--- src/sv/cas_pkg.sv ---
// ----------------------------------------------------------------------------
// Cave smoothing package
// Shared widths, reset values, register indexes and types for the cave
// smoothing step.
// ----------------------------------------------------------------------------
package cas_pkg;

   // Register field widths.
   localparam int GRID_WIDTH_W  = 9;
   localparam int GRID_HEIGHT_W = 13;
   localparam int THRESHOLD_W   = 4;

   // Configuration port widths.
   localparam int CSR_INDEX_W = 2;
   localparam int CSR_DATA_W  = 13;

   // Register reset values.
   localparam logic [GRID_WIDTH_W-1:0]  GRID_WIDTH_RESET  = 9'd64;
   localparam logic [GRID_HEIGHT_W-1:0] GRID_HEIGHT_RESET = 13'd64;
   localparam logic [THRESHOLD_W-1:0]   THRESHOLD_RESET   = 4'd5;

   // Default row capacity of the line memories.
   localparam int MAX_WIDTH_DEFAULT = 256;

   // Row counter holds up to height plus one while the last rows drain.
   localparam int ROW_W = GRID_HEIGHT_W + 1;

   // Wall count of a 3x3 window, 0 to 9.
   localparam int COUNT_W = 4;

   // Cell values.
   localparam logic FLOOR = 1'b0;
   localparam logic WALL  = 1'b1;

   // Register indexes on the configuration port.
   typedef enum logic [CSR_INDEX_W-1:0] {
      CSR_GRID_WIDTH      = 2'd0,
      CSR_GRID_HEIGHT     = 2'd1,
      CSR_CLEAR_THRESHOLD = 2'd2
   } csr_index_type;

   // Where the cell being finished sits in the grid.
   typedef struct packed {
      logic has_out;  // a result is produced for this transfer
      logic top;      // finished cell is in the first row
      logic bottom;   // finished cell is in the last row
      logic left;     // finished cell is in the first column
      logic right;    // finished cell is in the last column
      logic last;     // finished cell is the final cell of the grid
   } pos_type;

endpackage

--- src/sv/cas_if.sv ---
// ----------------------------------------------------------------------------
// Cave smoothing channels
// Valid/ready interfaces for the cell stream and the result stream.
// ----------------------------------------------------------------------------
interface cas_req_if;
   logic valid;
   logic ready;
   logic cell_wall;
   logic pad;

   modport source (output valid, output cell_wall, output pad, input ready);
   modport sink (input valid, input cell_wall, input pad, output ready);
endinterface

interface cas_rsp_if;
   logic valid;
   logic ready;
   logic new_wall;
   logic was_cleared;
   logic frame_last;
   logic any_cleared;

   modport source (output valid, output new_wall, output was_cleared, output frame_last,
                   output any_cleared, input ready);
   modport sink (input valid, input new_wall, input was_cleared, input frame_last,
                 input any_cleared, output ready);
endinterface

--- src/sv/cas_ram.sv ---
// ----------------------------------------------------------------------------
// Generic RAM
// One write port and one read port with registered, read-first data.
// ----------------------------------------------------------------------------
module cas_ram #(
   parameter int DATA_W = 1,
   parameter int DEPTH  = 256
) (
   input  logic                     clock,
   input  logic                     we,
   input  logic [$clog2(DEPTH)-1:0] waddr,
   input  logic [DATA_W-1:0]        wdata,
   input  logic                     re,
   input  logic [$clog2(DEPTH)-1:0] raddr,
   output logic [DATA_W-1:0]        rdata
);

   logic [DATA_W-1:0] mem [DEPTH];
   logic [DATA_W-1:0] rdata_ff;

   // Read returns the old contents when both ports hit the same entry.
   always_ff @(posedge clock) begin
      if (re) begin
         rdata_ff <= mem[raddr];
      end
      if (we) begin
         mem[waddr] <= wdata;
      end
   end

   assign rdata = rdata_ff;

endmodule

--- src/sv/cas_raster.sv ---
// ----------------------------------------------------------------------------
// Cave smoothing raster tracker
// Counts the raster position of incoming cells and derives the position of
// the cell that is finished one row plus one cell behind.
// ----------------------------------------------------------------------------
module cas_raster #(
   parameter int MAX_WIDTH = cas_pkg::MAX_WIDTH_DEFAULT
) (
   input  logic                              clock,
   input  logic                              reset,
   input  logic [cas_pkg::GRID_WIDTH_W-1:0]  grid_width,
   input  logic [cas_pkg::GRID_HEIGHT_W-1:0] grid_height,
   input  logic                              restart,
   input  logic                              advance,
   output logic [$clog2(MAX_WIDTH)-1:0]      col_in,
   output logic [$clog2(MAX_WIDTH)-1:0]      col_out,
   output cas_pkg::pos_type                  pos
);
   import cas_pkg::*;

   localparam int COL_W = $clog2(MAX_WIDTH);
   localparam int WID_W = $clog2(MAX_WIDTH + 1);
   localparam int CMP_W = (WID_W > GRID_WIDTH_W) ? WID_W : GRID_WIDTH_W;

   logic [COL_W-1:0]         col_ff, col_in_w;
   logic [ROW_W-1:0]         row_ff, row_in;
   logic [CMP_W-1:0]         width_x;
   logic [WID_W-1:0]         width_eff;
   logic [ROW_W-1:0]         height_eff;
   logic                     col_wrap;
   logic                     not_first_col;
   pos_type                  pos_w;

   // Width clamps to 1..MAX_WIDTH, height zero acts as one.
   always_comb begin
      width_x = CMP_W'(grid_width);
      if (width_x == '0) begin
         width_eff = WID_W'(1);
      end else if (width_x > CMP_W'(MAX_WIDTH)) begin
         width_eff = WID_W'(MAX_WIDTH);
      end else begin
         width_eff = WID_W'(width_x);
      end
      height_eff = (grid_height == '0) ? ROW_W'(1) : ROW_W'(grid_height);
   end

   // Position of the finished cell, one row plus one cell behind the input.
   always_comb begin
      not_first_col = (col_ff != '0);
      if (not_first_col) begin
         col_in_w       = col_ff - COL_W'(1);
         pos_w.has_out  = (row_ff >= ROW_W'(1));
         pos_w.top      = (row_ff == ROW_W'(1));
         pos_w.bottom   = (row_ff == height_eff);
      end else begin
         col_in_w       = COL_W'(width_eff - WID_W'(1));
         pos_w.has_out  = (row_ff >= ROW_W'(2));
         pos_w.top      = (row_ff == ROW_W'(2));
         pos_w.bottom   = ({1'b0, row_ff} == ({1'b0, height_eff} + (ROW_W + 1)'(1)));
      end
      pos_w.left  = (col_in_w == '0);
      pos_w.right = (WID_W'(col_in_w) == (width_eff - WID_W'(1)));
      pos_w.last  = pos_w.has_out && pos_w.bottom && pos_w.right;
      col_wrap    = ((WID_W'(col_ff) + WID_W'(1)) == width_eff);
   end

   // Raster counters; the transfer that finishes the grid starts a new frame.
   always_ff @(posedge clock) begin
      if (reset || restart) begin
         col_ff <= '0;
         row_ff <= '0;
      end else if (advance) begin
         if (pos_w.last) begin
            col_ff <= '0;
            row_ff <= '0;
         end else if (col_wrap) begin
            col_ff <= '0;
            row_ff <= row_ff + ROW_W'(1);
         end else begin
            col_ff <= col_ff + COL_W'(1);
         end
      end
   end

   assign col_in  = col_ff;
   assign col_out = col_in_w;
   assign pos     = pos_w;

endmodule

--- src/sv/cas_kernel.sv ---
// ----------------------------------------------------------------------------
// Cave smoothing kernel
// Counts the walls of a masked 3x3 window and applies the clear rule.
// ----------------------------------------------------------------------------
module cas_kernel (
   input  logic [8:0]                      window,
   input  logic [cas_pkg::THRESHOLD_W-1:0] threshold,
   input  logic                            center,
   output logic                            cleared,
   output logic                            new_wall
);
   import cas_pkg::*;

   logic [COUNT_W-1:0] count;

   // Nine-bit population count.
   always_comb begin
      count = '0;
      for (int i = 0; i < 9; i++) begin
         count = count + COUNT_W'(window[i]);
      end
   end

   // A cell with too few walls around it becomes floor.
   assign cleared  = (count < threshold);
   assign new_wall = cleared ? FLOOR : center;

endmodule

--- src/sv/cave_automaton_smoothing_step.sv ---
// ----------------------------------------------------------------------------
// Cave smoothing step
// One in-place pass of a 3x3 wall-count automaton over a raster cell stream.
// ----------------------------------------------------------------------------
// Cells enter on req_ch in raster order, one per transfer, and the block takes
// one transfer every clock cycle as long as the result side keeps up.
// A cell's result leaves on rsp_ch one row plus one cell of transfers later:
// the transfer that completes its window waits in the working stage and loads
// the output register as it leaves, and the result is visible in the following
// cycle. After the last cell of a frame the host sends grid_width+1 pad
// transfers to drain the remaining results; the final one carries frame_last
// and any_cleared. Items before the first result produce nothing.
// Two line memories of MAX_WIDTH one-bit entries hold the updated cells of
// the row above and the raw cells of the finished cell's own row, and each
// is read once per transfer.
// Reset clears the position, the registers return to 64 x 64 with a
// threshold of 5, and no result is pending. Any register write restarts the
// frame at its first cell. When rsp_ch stalls, the result waits in the output
// register; one more transfer is held in the working stage, and once it too
// has a result, req_ch.ready drops until the result is taken.
// ----------------------------------------------------------------------------
module cave_automaton_smoothing_step #(
   parameter int MAX_WIDTH = cas_pkg::MAX_WIDTH_DEFAULT
) (
   input  logic                            clock,
   input  logic                            reset,
   cas_req_if.sink                         req_ch,
   cas_rsp_if.source                       rsp_ch,
   input  logic                            csr_we,
   input  logic [cas_pkg::CSR_INDEX_W-1:0] csr_index,
   input  logic [cas_pkg::CSR_DATA_W-1:0]  csr_wdata
);
   import cas_pkg::*;

   localparam int COL_W = $clog2(MAX_WIDTH);

   // Configuration registers.
   logic [GRID_WIDTH_W-1:0]  grid_width_ff;
   logic [GRID_HEIGHT_W-1:0] grid_height_ff;
   logic [THRESHOLD_W-1:0]   threshold_ff;
   logic                     restart;

   // Input side.
   logic             accept;
   logic             cur_in;
   logic [COL_W-1:0] col_in, col_out;
   pos_type          pos;

   // Working stage.
   logic             s1_valid_ff;
   pos_type          s1_pos_ff;
   logic [COL_W-1:0] s1_col_ff;
   logic             s1_cur_ff;
   logic             fwd_hit_ff;
   logic             fwd_val_ff;
   logic             s1_adv;
   logic             out_load;
   logic             raw_rd, upd_rd;
   logic [2:0]       new_col, left_col, mid_col, right_col;
   logic [2:0]       row_mask;
   logic [2:0]       col_a_ff, col_b_ff;
   logic             prev_new_ff;
   logic             narrow;
   logic [8:0]       window;
   logic             cleared, new_wall;
   logic             changed_ff;

   // Output register.
   logic rsp_valid_ff;
   logic rsp_new_wall_ff, rsp_was_cleared_ff, rsp_frame_last_ff, rsp_any_cleared_ff;

   // Register writes; a write to a known register restarts the frame.
   assign restart = csr_we && ((csr_index == CSR_GRID_WIDTH) ||
                               (csr_index == CSR_GRID_HEIGHT) ||
                               (csr_index == CSR_CLEAR_THRESHOLD));

   always_ff @(posedge clock) begin
      if (reset) begin
         grid_width_ff  <= GRID_WIDTH_RESET;
         grid_height_ff <= GRID_HEIGHT_RESET;
         threshold_ff   <= THRESHOLD_RESET;
      end else if (csr_we) begin
         unique case (csr_index)
            CSR_GRID_WIDTH:      grid_width_ff  <= csr_wdata[GRID_WIDTH_W-1:0];
            CSR_GRID_HEIGHT:     grid_height_ff <= csr_wdata[GRID_HEIGHT_W-1:0];
            CSR_CLEAR_THRESHOLD: threshold_ff   <= csr_wdata[THRESHOLD_W-1:0];
            default: begin
            end
         endcase
      end
   end

   // Handshake: the working stage drains into the output register or retires.
   assign s1_adv   = s1_valid_ff && (!s1_pos_ff.has_out || !rsp_valid_ff || rsp_ch.ready);
   assign out_load = s1_adv && s1_pos_ff.has_out;
   assign req_ch.ready = !s1_valid_ff || s1_adv;
   assign accept   = req_ch.valid && req_ch.ready;
   assign cur_in   = req_ch.cell_wall && !req_ch.pad;

   cas_raster #(
      .MAX_WIDTH (MAX_WIDTH)
   ) u_raster (
      .clock       (clock),
      .reset       (reset),
      .grid_width  (grid_width_ff),
      .grid_height (grid_height_ff),
      .restart     (restart),
      .advance     (accept),
      .col_in      (col_in),
      .col_out     (col_out),
      .pos         (pos)
   );

   // Raw cells of the latest input row, indexed by column.
   cas_ram #(
      .DATA_W (1),
      .DEPTH  (MAX_WIDTH)
   ) u_raw_line (
      .clock (clock),
      .we    (accept),
      .waddr (col_in),
      .wdata (cur_in),
      .re    (accept),
      .raddr (col_in),
      .rdata (raw_rd)
   );

   // Updated cells of the latest finished row, indexed by column.
   cas_ram #(
      .DATA_W (1),
      .DEPTH  (MAX_WIDTH)
   ) u_upd_line (
      .clock (clock),
      .we    (out_load),
      .waddr (s1_col_ff),
      .wdata (new_wall),
      .re    (accept),
      .raddr (col_in),
      .rdata (upd_rd)
   );

   // Working stage control, including the forward of a same-edge line write.
   always_ff @(posedge clock) begin
      if (reset) begin
         s1_valid_ff <= 1'b0;
         fwd_hit_ff  <= 1'b0;
      end else begin
         if (accept) begin
            s1_valid_ff <= 1'b1;
            fwd_hit_ff  <= out_load && (s1_col_ff == col_in);
         end else if (s1_adv) begin
            s1_valid_ff <= 1'b0;
         end
      end
   end

   // Working stage payload.
   always_ff @(posedge clock) begin
      if (accept) begin
         s1_pos_ff  <= pos;
         s1_col_ff  <= col_out;
         s1_cur_ff  <= cur_in;
         fwd_val_ff <= new_wall;
      end
   end

   // Assemble the window; bit 0 of a column is the top row, bit 2 the bottom.
   always_comb begin
      new_col   = {s1_cur_ff, raw_rd, fwd_hit_ff ? fwd_val_ff : upd_rd};
      narrow    = s1_pos_ff.left && s1_pos_ff.right;
      row_mask  = {!s1_pos_ff.bottom, 1'b1, !s1_pos_ff.top};
      left_col  = {col_a_ff[2], prev_new_ff, col_a_ff[0]} & {3{!s1_pos_ff.left}} & row_mask;
      mid_col   = {col_b_ff[2], col_b_ff[1], narrow ? prev_new_ff : col_b_ff[0]} & row_mask;
      right_col = new_col & {3{!s1_pos_ff.right}} & row_mask;
      window    = {left_col, mid_col, right_col};
   end

   cas_kernel u_kernel (
      .window    (window),
      .threshold (threshold_ff),
      .center    (col_b_ff[1]),
      .cleared   (cleared),
      .new_wall  (new_wall)
   );

   // Column history and the previous result for the in-place update.
   always_ff @(posedge clock) begin
      if (s1_adv) begin
         col_a_ff    <= col_b_ff;
         col_b_ff    <= new_col;
         prev_new_ff <= new_wall;
      end
   end

   // Frame-wide clear flag.
   always_ff @(posedge clock) begin
      if (reset || restart) begin
         changed_ff <= 1'b0;
      end else if (out_load) begin
         changed_ff <= s1_pos_ff.last ? 1'b0 : (changed_ff || cleared);
      end
   end

   // Output register.
   always_ff @(posedge clock) begin
      if (reset) begin
         rsp_valid_ff <= 1'b0;
      end else if (out_load) begin
         rsp_valid_ff <= 1'b1;
      end else if (rsp_ch.ready) begin
         rsp_valid_ff <= 1'b0;
      end
   end

   always_ff @(posedge clock) begin
      if (out_load) begin
         rsp_new_wall_ff    <= new_wall;
         rsp_was_cleared_ff <= cleared;
         rsp_frame_last_ff  <= s1_pos_ff.last;
         rsp_any_cleared_ff <= s1_pos_ff.last && (changed_ff || cleared);
      end
   end

   assign rsp_ch.valid       = rsp_valid_ff;
   assign rsp_ch.new_wall    = rsp_new_wall_ff;
   assign rsp_ch.was_cleared = rsp_was_cleared_ff;
   assign rsp_ch.frame_last  = rsp_frame_last_ff;
   assign rsp_ch.any_cleared = rsp_any_cleared_ff;

endmodule

--- src/flat_wrapper.sv ---
// flat-port wrapper written by rule: the top's interface ports become plain ports
module cave_automaton_smoothing_step_flat import cas_pkg::*;
#(
   parameter int MAX_WIDTH = cas_pkg::MAX_WIDTH_DEFAULT
)
  (clock, reset, csr_we, csr_index, csr_wdata, req_ch_valid, req_ch_cell_wall, req_ch_pad, req_ch_ready, rsp_ch_valid, rsp_ch_new_wall, rsp_ch_was_cleared, rsp_ch_frame_last, rsp_ch_any_cleared, rsp_ch_ready);
  cas_req_if req_ch_i ();
  cas_rsp_if rsp_ch_i ();
  input  logic clock;
  input  logic reset;
  input  logic csr_we;
  input  logic [cas_pkg::CSR_INDEX_W-1:0] csr_index;
  input  logic [cas_pkg::CSR_DATA_W-1:0] csr_wdata;
  input wire logic [$bits(req_ch_i.valid)-1:0] req_ch_valid;
  input wire logic [$bits(req_ch_i.cell_wall)-1:0] req_ch_cell_wall;
  input wire logic [$bits(req_ch_i.pad)-1:0] req_ch_pad;
  output wire logic [$bits(req_ch_i.ready)-1:0] req_ch_ready;
  output wire logic [$bits(rsp_ch_i.valid)-1:0] rsp_ch_valid;
  output wire logic [$bits(rsp_ch_i.new_wall)-1:0] rsp_ch_new_wall;
  output wire logic [$bits(rsp_ch_i.was_cleared)-1:0] rsp_ch_was_cleared;
  output wire logic [$bits(rsp_ch_i.frame_last)-1:0] rsp_ch_frame_last;
  output wire logic [$bits(rsp_ch_i.any_cleared)-1:0] rsp_ch_any_cleared;
  input wire logic [$bits(rsp_ch_i.ready)-1:0] rsp_ch_ready;
  assign req_ch_i.valid = req_ch_valid;
  assign req_ch_i.cell_wall = req_ch_cell_wall;
  assign req_ch_i.pad = req_ch_pad;
  assign req_ch_ready = req_ch_i.ready;
  assign rsp_ch_valid = rsp_ch_i.valid;
  assign rsp_ch_new_wall = rsp_ch_i.new_wall;
  assign rsp_ch_was_cleared = rsp_ch_i.was_cleared;
  assign rsp_ch_frame_last = rsp_ch_i.frame_last;
  assign rsp_ch_any_cleared = rsp_ch_i.any_cleared;
  assign rsp_ch_i.ready = rsp_ch_ready;
  cave_automaton_smoothing_step #(.MAX_WIDTH(MAX_WIDTH)) u_core (.clock(clock), .reset(reset), .req_ch(req_ch_i), .rsp_ch(rsp_ch_i), .csr_we(csr_we), .csr_index(csr_index), .csr_wdata(csr_wdata));
endmodule
--- config.mk ---
export PLATFORM = sky130hd
export DESIGN_NAME = cave_automaton_smoothing_step_flat
export DESIGN_NICKNAME = d
export VERILOG_FILES = /design/src/sv/cas_pkg.sv /design/src/sv/cas_if.sv /design/src/sv/cas_ram.sv /design/src/sv/cas_raster.sv /design/src/sv/cas_kernel.sv /design/src/sv/cave_automaton_smoothing_step.sv /design/src/flat_wrapper.sv
export SDC_FILE = /design/constraint.sdc
export NUM_CORES = 1
export LEC_CHECK = 0
export CORE_UTILIZATION = 60
export CTS_BUF_LIST = sky130_fd_sc_hd__clkbuf_16
export DETAILED_ROUTE_END_ITERATION = 10
export DONT_BUFFER_PORTS = 1
export GPL_ROUTABILITY_DRIVEN = 0
export PLACE_DENSITY = 0.76
export SYNTH_ARGS = -nofsm -noshare
export SYNTH_HDL_FRONTEND = slang
export SYNTH_SLANG_ARGS = --single-unit
--- constraint.sdc ---
create_clock -name clock -period 34.8 [get_ports clock]
set_clock_uncertainty 0.2 [all_clocks]
set_input_delay 6.96 -clock clock [delete_from_list [all_inputs] [get_ports clock]]
set_output_delay 6.96 -clock clock [all_outputs]
set_load 0.05 [all_outputs]
# [After elaboration in Yosys (flattened, before gate mapping)]
# Memories as Yosys holds them, arrays and structs flattened. A register that Yosys moved wholly into a read port is not among the register bits.
# Cells that the tools add are included.
[word_totals] reg_bits=79 mem_bits_ro=0 mem_count=2 out_inout_bits=6 latch_bits=0 ram_bits=512
[mem_list] memory="u_core.u_raw_line.mem" depth=256 width=1 rd=1 rd_clocked_by_memory_dff=1 wr=1 line="cas_ram.sv:18" text="logic [DATA_W-1:0] mem [DEPTH];"
[mem_list] memory="u_core.u_upd_line.mem" depth=256 width=1 rd=1 rd_clocked_by_memory_dff=1 wr=1 line="cas_ram.sv:18"
[op_classes] multipliers=0 n_bitwise=5 n_lt_le_gt_ge=4 addsub=14 div_mod_pow=0 shift=0 n_eq_ne=9 reduce_logical=37 mux=21
[op_table] operator="$mux 14" n=2
[op_table] operator="$mux 8" n=3
[op_table] operator="$add 4x1->4" n=5
[op_table] operator="$mux 9" n=2
[op_table] operator="$and 3x3->3" n=5
[op_table] operator="$add 13x1->14 const B" n=1
[op_table] operator="$add 14x1->14 const B" n=1
[op_table] operator="$eq 14x1->1 const B" n=1
[op_table] operator="$eq 14x13->1" n=1
[op_table] operator="$eq 14x14->1" n=1
[op_table] operator="$eq 14x2->1 const B" n=1
[op_table] operator="$ge 14x1->1 const B" n=1
[op_table] operator="$ge 14x2->1 const B" n=1
[op_table] operator="$logic_not 13->1" n=1
[op_table] operator="$mux 13" n=1
[op_table] operator="$mux 1" n=12
[op_table] operator="$logic_and 1x1->1" n=10
[op_table] operator="$add 8x1->9 const B" n=1
[op_table] operator="$eq 8x9->1" n=1
[op_table] operator="$eq 9x9->1" n=1
[op_table] operator="$gt 9x9->1 const B" n=1
[op_table] operator="$logic_not 9->1" n=1
[op_table] operator="$sub 9x1->9 const B" n=1
[op_table] operator="$add 8x1->8 const B" n=1
[op_table] operator="16 further kinds" n=34

# [Longest topological paths before layout]
[logic_depth] word_depth=14 depth_mapped=18 mapped_depth_nobuf=18

# [Cells and area by module]
# Synthesis repeated with hierarchy kept, for this count alone.
[hier_totals] hier_cells=2183 area_unflattened_um2=27563.9
[modules_own_cells] module="cas_ram" cells_each=788 area_per_inst_um2=11138.2 n_inst=2 seq_area_each_um2=7717.4
[modules_own_cells] module="cas_raster" cells_each=395 area_per_inst_um2=2876.5 n_inst=1 seq_area_each_um2=440.4
[modules_own_cells] module="cave_automaton_smoothing_step" cells_each=174 area_per_inst_um2=2108.3 n_inst=1 seq_area_each_um2=1381.3
[modules_own_cells] module="cas_kernel" cells_each=38 area_per_inst_um2=302.8 n_inst=1 seq_area_each_um2=0.0

# [Least setup slack after synthesis]
# Ideal clock, no wire load.
[synth_path] path_type="input-to-reg" from="input port req_ch_pad" to="register u_core.s1_cur_ff, data pin" arrival_time_ps=13281 n_path_buf=0 t_required_ps=33126 path_stages=1 setup_slack_ps=19845 path_cell_list="nor2b_1"
[synth_between] elab_chain_cells=2
[synth_rtl] item="from (decl)" line="flat_wrapper.sv:16" text="input wire logic [$bits(req_ch_i.pad)-1:0] req_ch_pad;"
[synth_rtl] item="$logic_not 1->1" line="cave_automaton_smoothing_step.sv:98" text="assign cur_in = req_ch.cell_wall && !req_ch.pad;"
[synth_rtl] item="$logic_and 1x1->1" line="cave_automaton_smoothing_step.sv:98"
[synth_rtl] item="to (signal assigned)" line="cave_automaton_smoothing_step.sv:162" text="s1_cur_ff <= cur_in;"
[synth_rtl] item="to (decl)" line="cave_automaton_smoothing_step.sv:53" text="logic s1_cur_ff;"
# No other way between the ends.
# A chain may end at the register's enable or synchronous reset.

# [Final worst setup path]
[layout_path] from="input port rsp_ch_ready" to="output port req_ch_ready"
[layout_between] elab_chain_cells=3
[layout_rtl] item="from (decl)" line="flat_wrapper.sv:23" text="input wire logic [$bits(rsp_ch_i.ready)-1:0] rsp_ch_ready;"
[layout_rtl] item="$logic_or 1x1->1" line="cave_automaton_smoothing_step.sv:94" text="assign s1_adv = s1_valid_ff && (!s1_pos_ff.has_out || !rsp_valid_ff || rsp_ch.ready);"
[layout_rtl] item="$logic_and 1x1->1" line="cave_automaton_smoothing_step.sv:94"
[layout_rtl] item="$logic_or 1x1->1" line="cave_automaton_smoothing_step.sv:96" text="assign req_ch.ready = !s1_valid_ff || s1_adv;"
[layout_rtl] item="to (decl)" line="flat_wrapper.sv:17" text="output wire logic [$bits(req_ch_i.ready)-1:0] req_ch_ready;"
# No other way between the ends.

==> results.tsv <==
stage	metric	value	unit
setup_path	critPathKind	in2out	
yosys	ys_ff_latch	592	
yosys	ys_seq_area_share	62.6	%
power_and_ir_drop	powerDensity	50.1	nW/µm²
yosys	synth_warnings	0	
run	drv_cap	0	
timing	final-max-slew-violation-count	0	
yosys	synth-edff-count	540	
route	drc	0	
global_routing	grt_pass1_wl	94600	µm
global_routing	grt_use_total	26.5	%
clock_network	ctsResizeCount	0	
floorplan	rows	78	
yosys	syn_area_per_cell	13.2	µm²
route	via_count	17000	
run_status	status	finished clean	
setup_path	r2r_start	u_core.fwd_hit_ff	
min_path	hp-class	reg2reg	
route	drt_first_iter_violations	2449	
clock_network	path_clk_slew	0.06	ns
power_and_ir_drop	power	1.48	mW
floorplan	ioPinCount	28	
clock_network	numCtsBuffers	57	
power_and_ir_drop	p_clk_share	38.8	%
setup_path	critPathMaxStageDelay	0.49	ns
floorplan	core_region_area	45400	µm²
route	routed_wl	61300	µm
timing	post-route-period-util	42.7	%
global_routing	grt_start_max_net_pins	149	
timing	fin_setup_tns	0	ns
route	firstDrtPassIters	7	
cells_and_area	nets	2026	
clock_network	cts_root_buf	clkbuf_16	
yosys	async_flop_share	0	%
power_and_ir_drop	total_leakage_power	8.59	nW
global_routing	overflow	0	
power_and_ir_drop	switchingPower	329	µW
yosys	synthesis.area	27600	µm²
cells_and_area	fin_cells	2626	
yosys	ys_types	71	
place	dp_hpwl	35600	µm
place	io_buffers	0	
cells_and_area	layout-drive-gt1-share	14.0	%
timing	setup_viol	0	
timing	fmax	67.3	MHz
power_and_ir_drop	p_int	1.15	mW
clock_network	post-cts-setup-buffers	0	
power_and_ir_drop	power_frac_comb	6.6	%
route	vias_per_cell	6.48	
clock_network	hold_buffers	0	
yosys	synth.net_count	2128	
clock_network	ctsLongestPathBuffers	3	
setup_path	end_kind	primary output	
setup_path	crit_family	simple AND/OR/NAND/NOR gates	
setup_path	worstSetupStartpointType	input port	
yosys	ys.flop_type	edfxtp_1	
timing	slew_headroom	16.3	%
clock_network	cts_tree	yes	
setup_path	worst_ep_required_time	27.64	ns
setup_path	cp-startpoint	rsp_ch_ready	
floorplan	die-area	46800	µm²
route	postRouteAntennaNets	0	
setup_path	cp_num_buf_inv	0	
timing	period_minus_slack	14.87	ns
floorplan	die_h	216	µm
clock_network	h-tree-depth	2	
place	dp_cells	2524	
setup_path	path_cells	nor2b_1, nand3_1	
power_and_ir_drop	ir_worst_vdd	0.0000428	V
yosys	synth_cells	2085	
setup_path	crit_slowest_cell	nand3_1	
cells_and_area	area_delta_synth_final	6.87	%
setup_path	cp.arrival	7.71	ns
power_and_ir_drop	power_frac_seq	54.6	%
timing	rsz0062_at_grt	no	
timing	worstMarginPinSlew	1.26	ns
cells_and_area	diodes	0	
clock_network	clk_latency	0.61	ns
global_routing	antenna_found_initial	1	
setup_path	crit_fanout	3	
global_routing	grt_pass1_vias	16700	
floorplan	initial_core_util	60.8	%
clock_network	cts_sinks	592	
min_path	hold_start	u_core.col_b_ff[0]	
power_and_ir_drop	sw_frac_of_total	22.3	%
floorplan	die_w	216	µm
route	routedWlPerCell	23.4	µm
timing	fin_hold_ws	0.269	ns
timing	timing_hold_violations_final	0	
[logic make-up after synthesis]
family | after synthesis | synth area share [%]
flops | 592 | 62.6
fa+ha+maj | 21 | 1.09
mux | 185 | 14.3
compound gates | 129 | 3.37
buf+inv | 207 | 3.05
xor+xnor | 40 | 1.27
simple gates | 911 | 14.3
[final timing paths]
path                                     end  slack [ns]  cells after the start
hold / removal            u_core.col_a_ff[0]        0.27                      0
hold reg to reg           u_core.col_a_ff[0]        0.27                      0
setup reg to reg  u_core.u_upd_line.mem[190]       27.76                     19
setup / recovery                req_ch_ready       19.93                      2
[power by group through the flow]
stage / Combinational [mW] / Clock [mW] / Sequential (mW)
2_1_floorplan: 0.0762 / 0 / 0.822
3_3_place_gp: 0.0924 / 0 / 0.820
3_5_place_dp: 0.0960 / 0 / 0.821
4_1_cts: 0.0966 / 0.577 / 0.806
5_1_grt: 0.105 / 0.605 / 0.806
6_report: 0.0971 / 0.573 / 0.806
[state kept, by name (all words and copies together), names as in the netlist, 2 cells and up]
name,flops
u_core.col_a_ff,2
u_core.col_b_ff,3
u_core.grid_height_ff,13
u_core.grid_width_ff,9
u_core.s1_col_ff,8
u_core.s1_pos_ff,6
u_core.threshold_ff,4
u_core.u_raster.col_in,8
u_core.u_raster.row_ff,14
u_core.u_raw_line.mem,256
u_core.u_upd_line.mem,256
[cell type report]
type,instances,area [µm²]
sequential,592,17300
multi-input combinational,1286,9530
clock inverter,45,273
tap,600,751
fill,3120,15900
timing repair buffer,17,128
inverter,29,109
clock buffer,57,1430
[routing by layer]
metal	GRT usage, %	vias to the layer above	share of wire [%]
li1	-	7480	-
met1	36.1	8577	39
met2	44.0	839	49
met3	5.22	117	9.3
met4	7.58	2	2.4
met5	0	-	0.018
[synthesized netlist by cell type, drive strengths merged, types with 5 or more instances]
cell type / count / area [µm²]
o2bb2ai: 9 / 78.8
ha: 16 / 200
clkbuf: 134 / 503
nor4: 15 / 109
o31ai: 7 / 52.6
and3: 8 / 50.1
o41ai: 5 / 51.3
nor3b: 12 / 90.1
edfxtp: 540 / 16200
and2: 5 / 31.3
a211oi: 5 / 37.5
xor2: 10 / 87.6
nor2: 559 / 2100
o311ai: 7 / 68.8
or2: 5 / 31.3
and4: 5 / 43.8
or3: 5 / 31.3
nand3: 74 / 370
mux2i: 15 / 150
buf: 44 / 230
or4: 8 / 67.6
a21oi: 32 / 160
dfxtp: 52 / 1040
nor2b: 22 / 138
nand2: 131 / 492
nor3: 22 / 110
a21o: 5 / 37.5
a31oi: 5 / 31.3
o2111ai: 5 / 43.8
inv: 29 / 109
mux4: 168 / 3780
nand2b: 8 / 50.1
o21ai: 10 / 53.8
xnor2: 30 / 263
fa: 5 / 100
o211ai: 12 / 90.1
nand4: 19 / 125
[stage by stage]
step	cell area, µm²	setup WS, ns	utilization, %
global placement	27800	19.93	61.2
global route	29500	19.89	65.0
CTS	29500	19.94	65.0
finish	29500	19.93	65.0
floorplan	27600	19.85	-
detailed placement	27800	19.94	61.2
[cell usage in the layout (no fill, tap or decap), drive strengths merged, types with 30 or more instances in the layout]
| master | n |
|---|---|
| a21oi | 32 |
| clkbuf | 57 |
| dfxtp | 52 |
| edfxtp | 540 |
| inv | 50 |
| mux4 | 168 |
| nand2 | 131 |
| nand3 | 74 |
| nor2 | 559 |
| xnor2 | 30 |
Power figures use the tool's default switching activity.
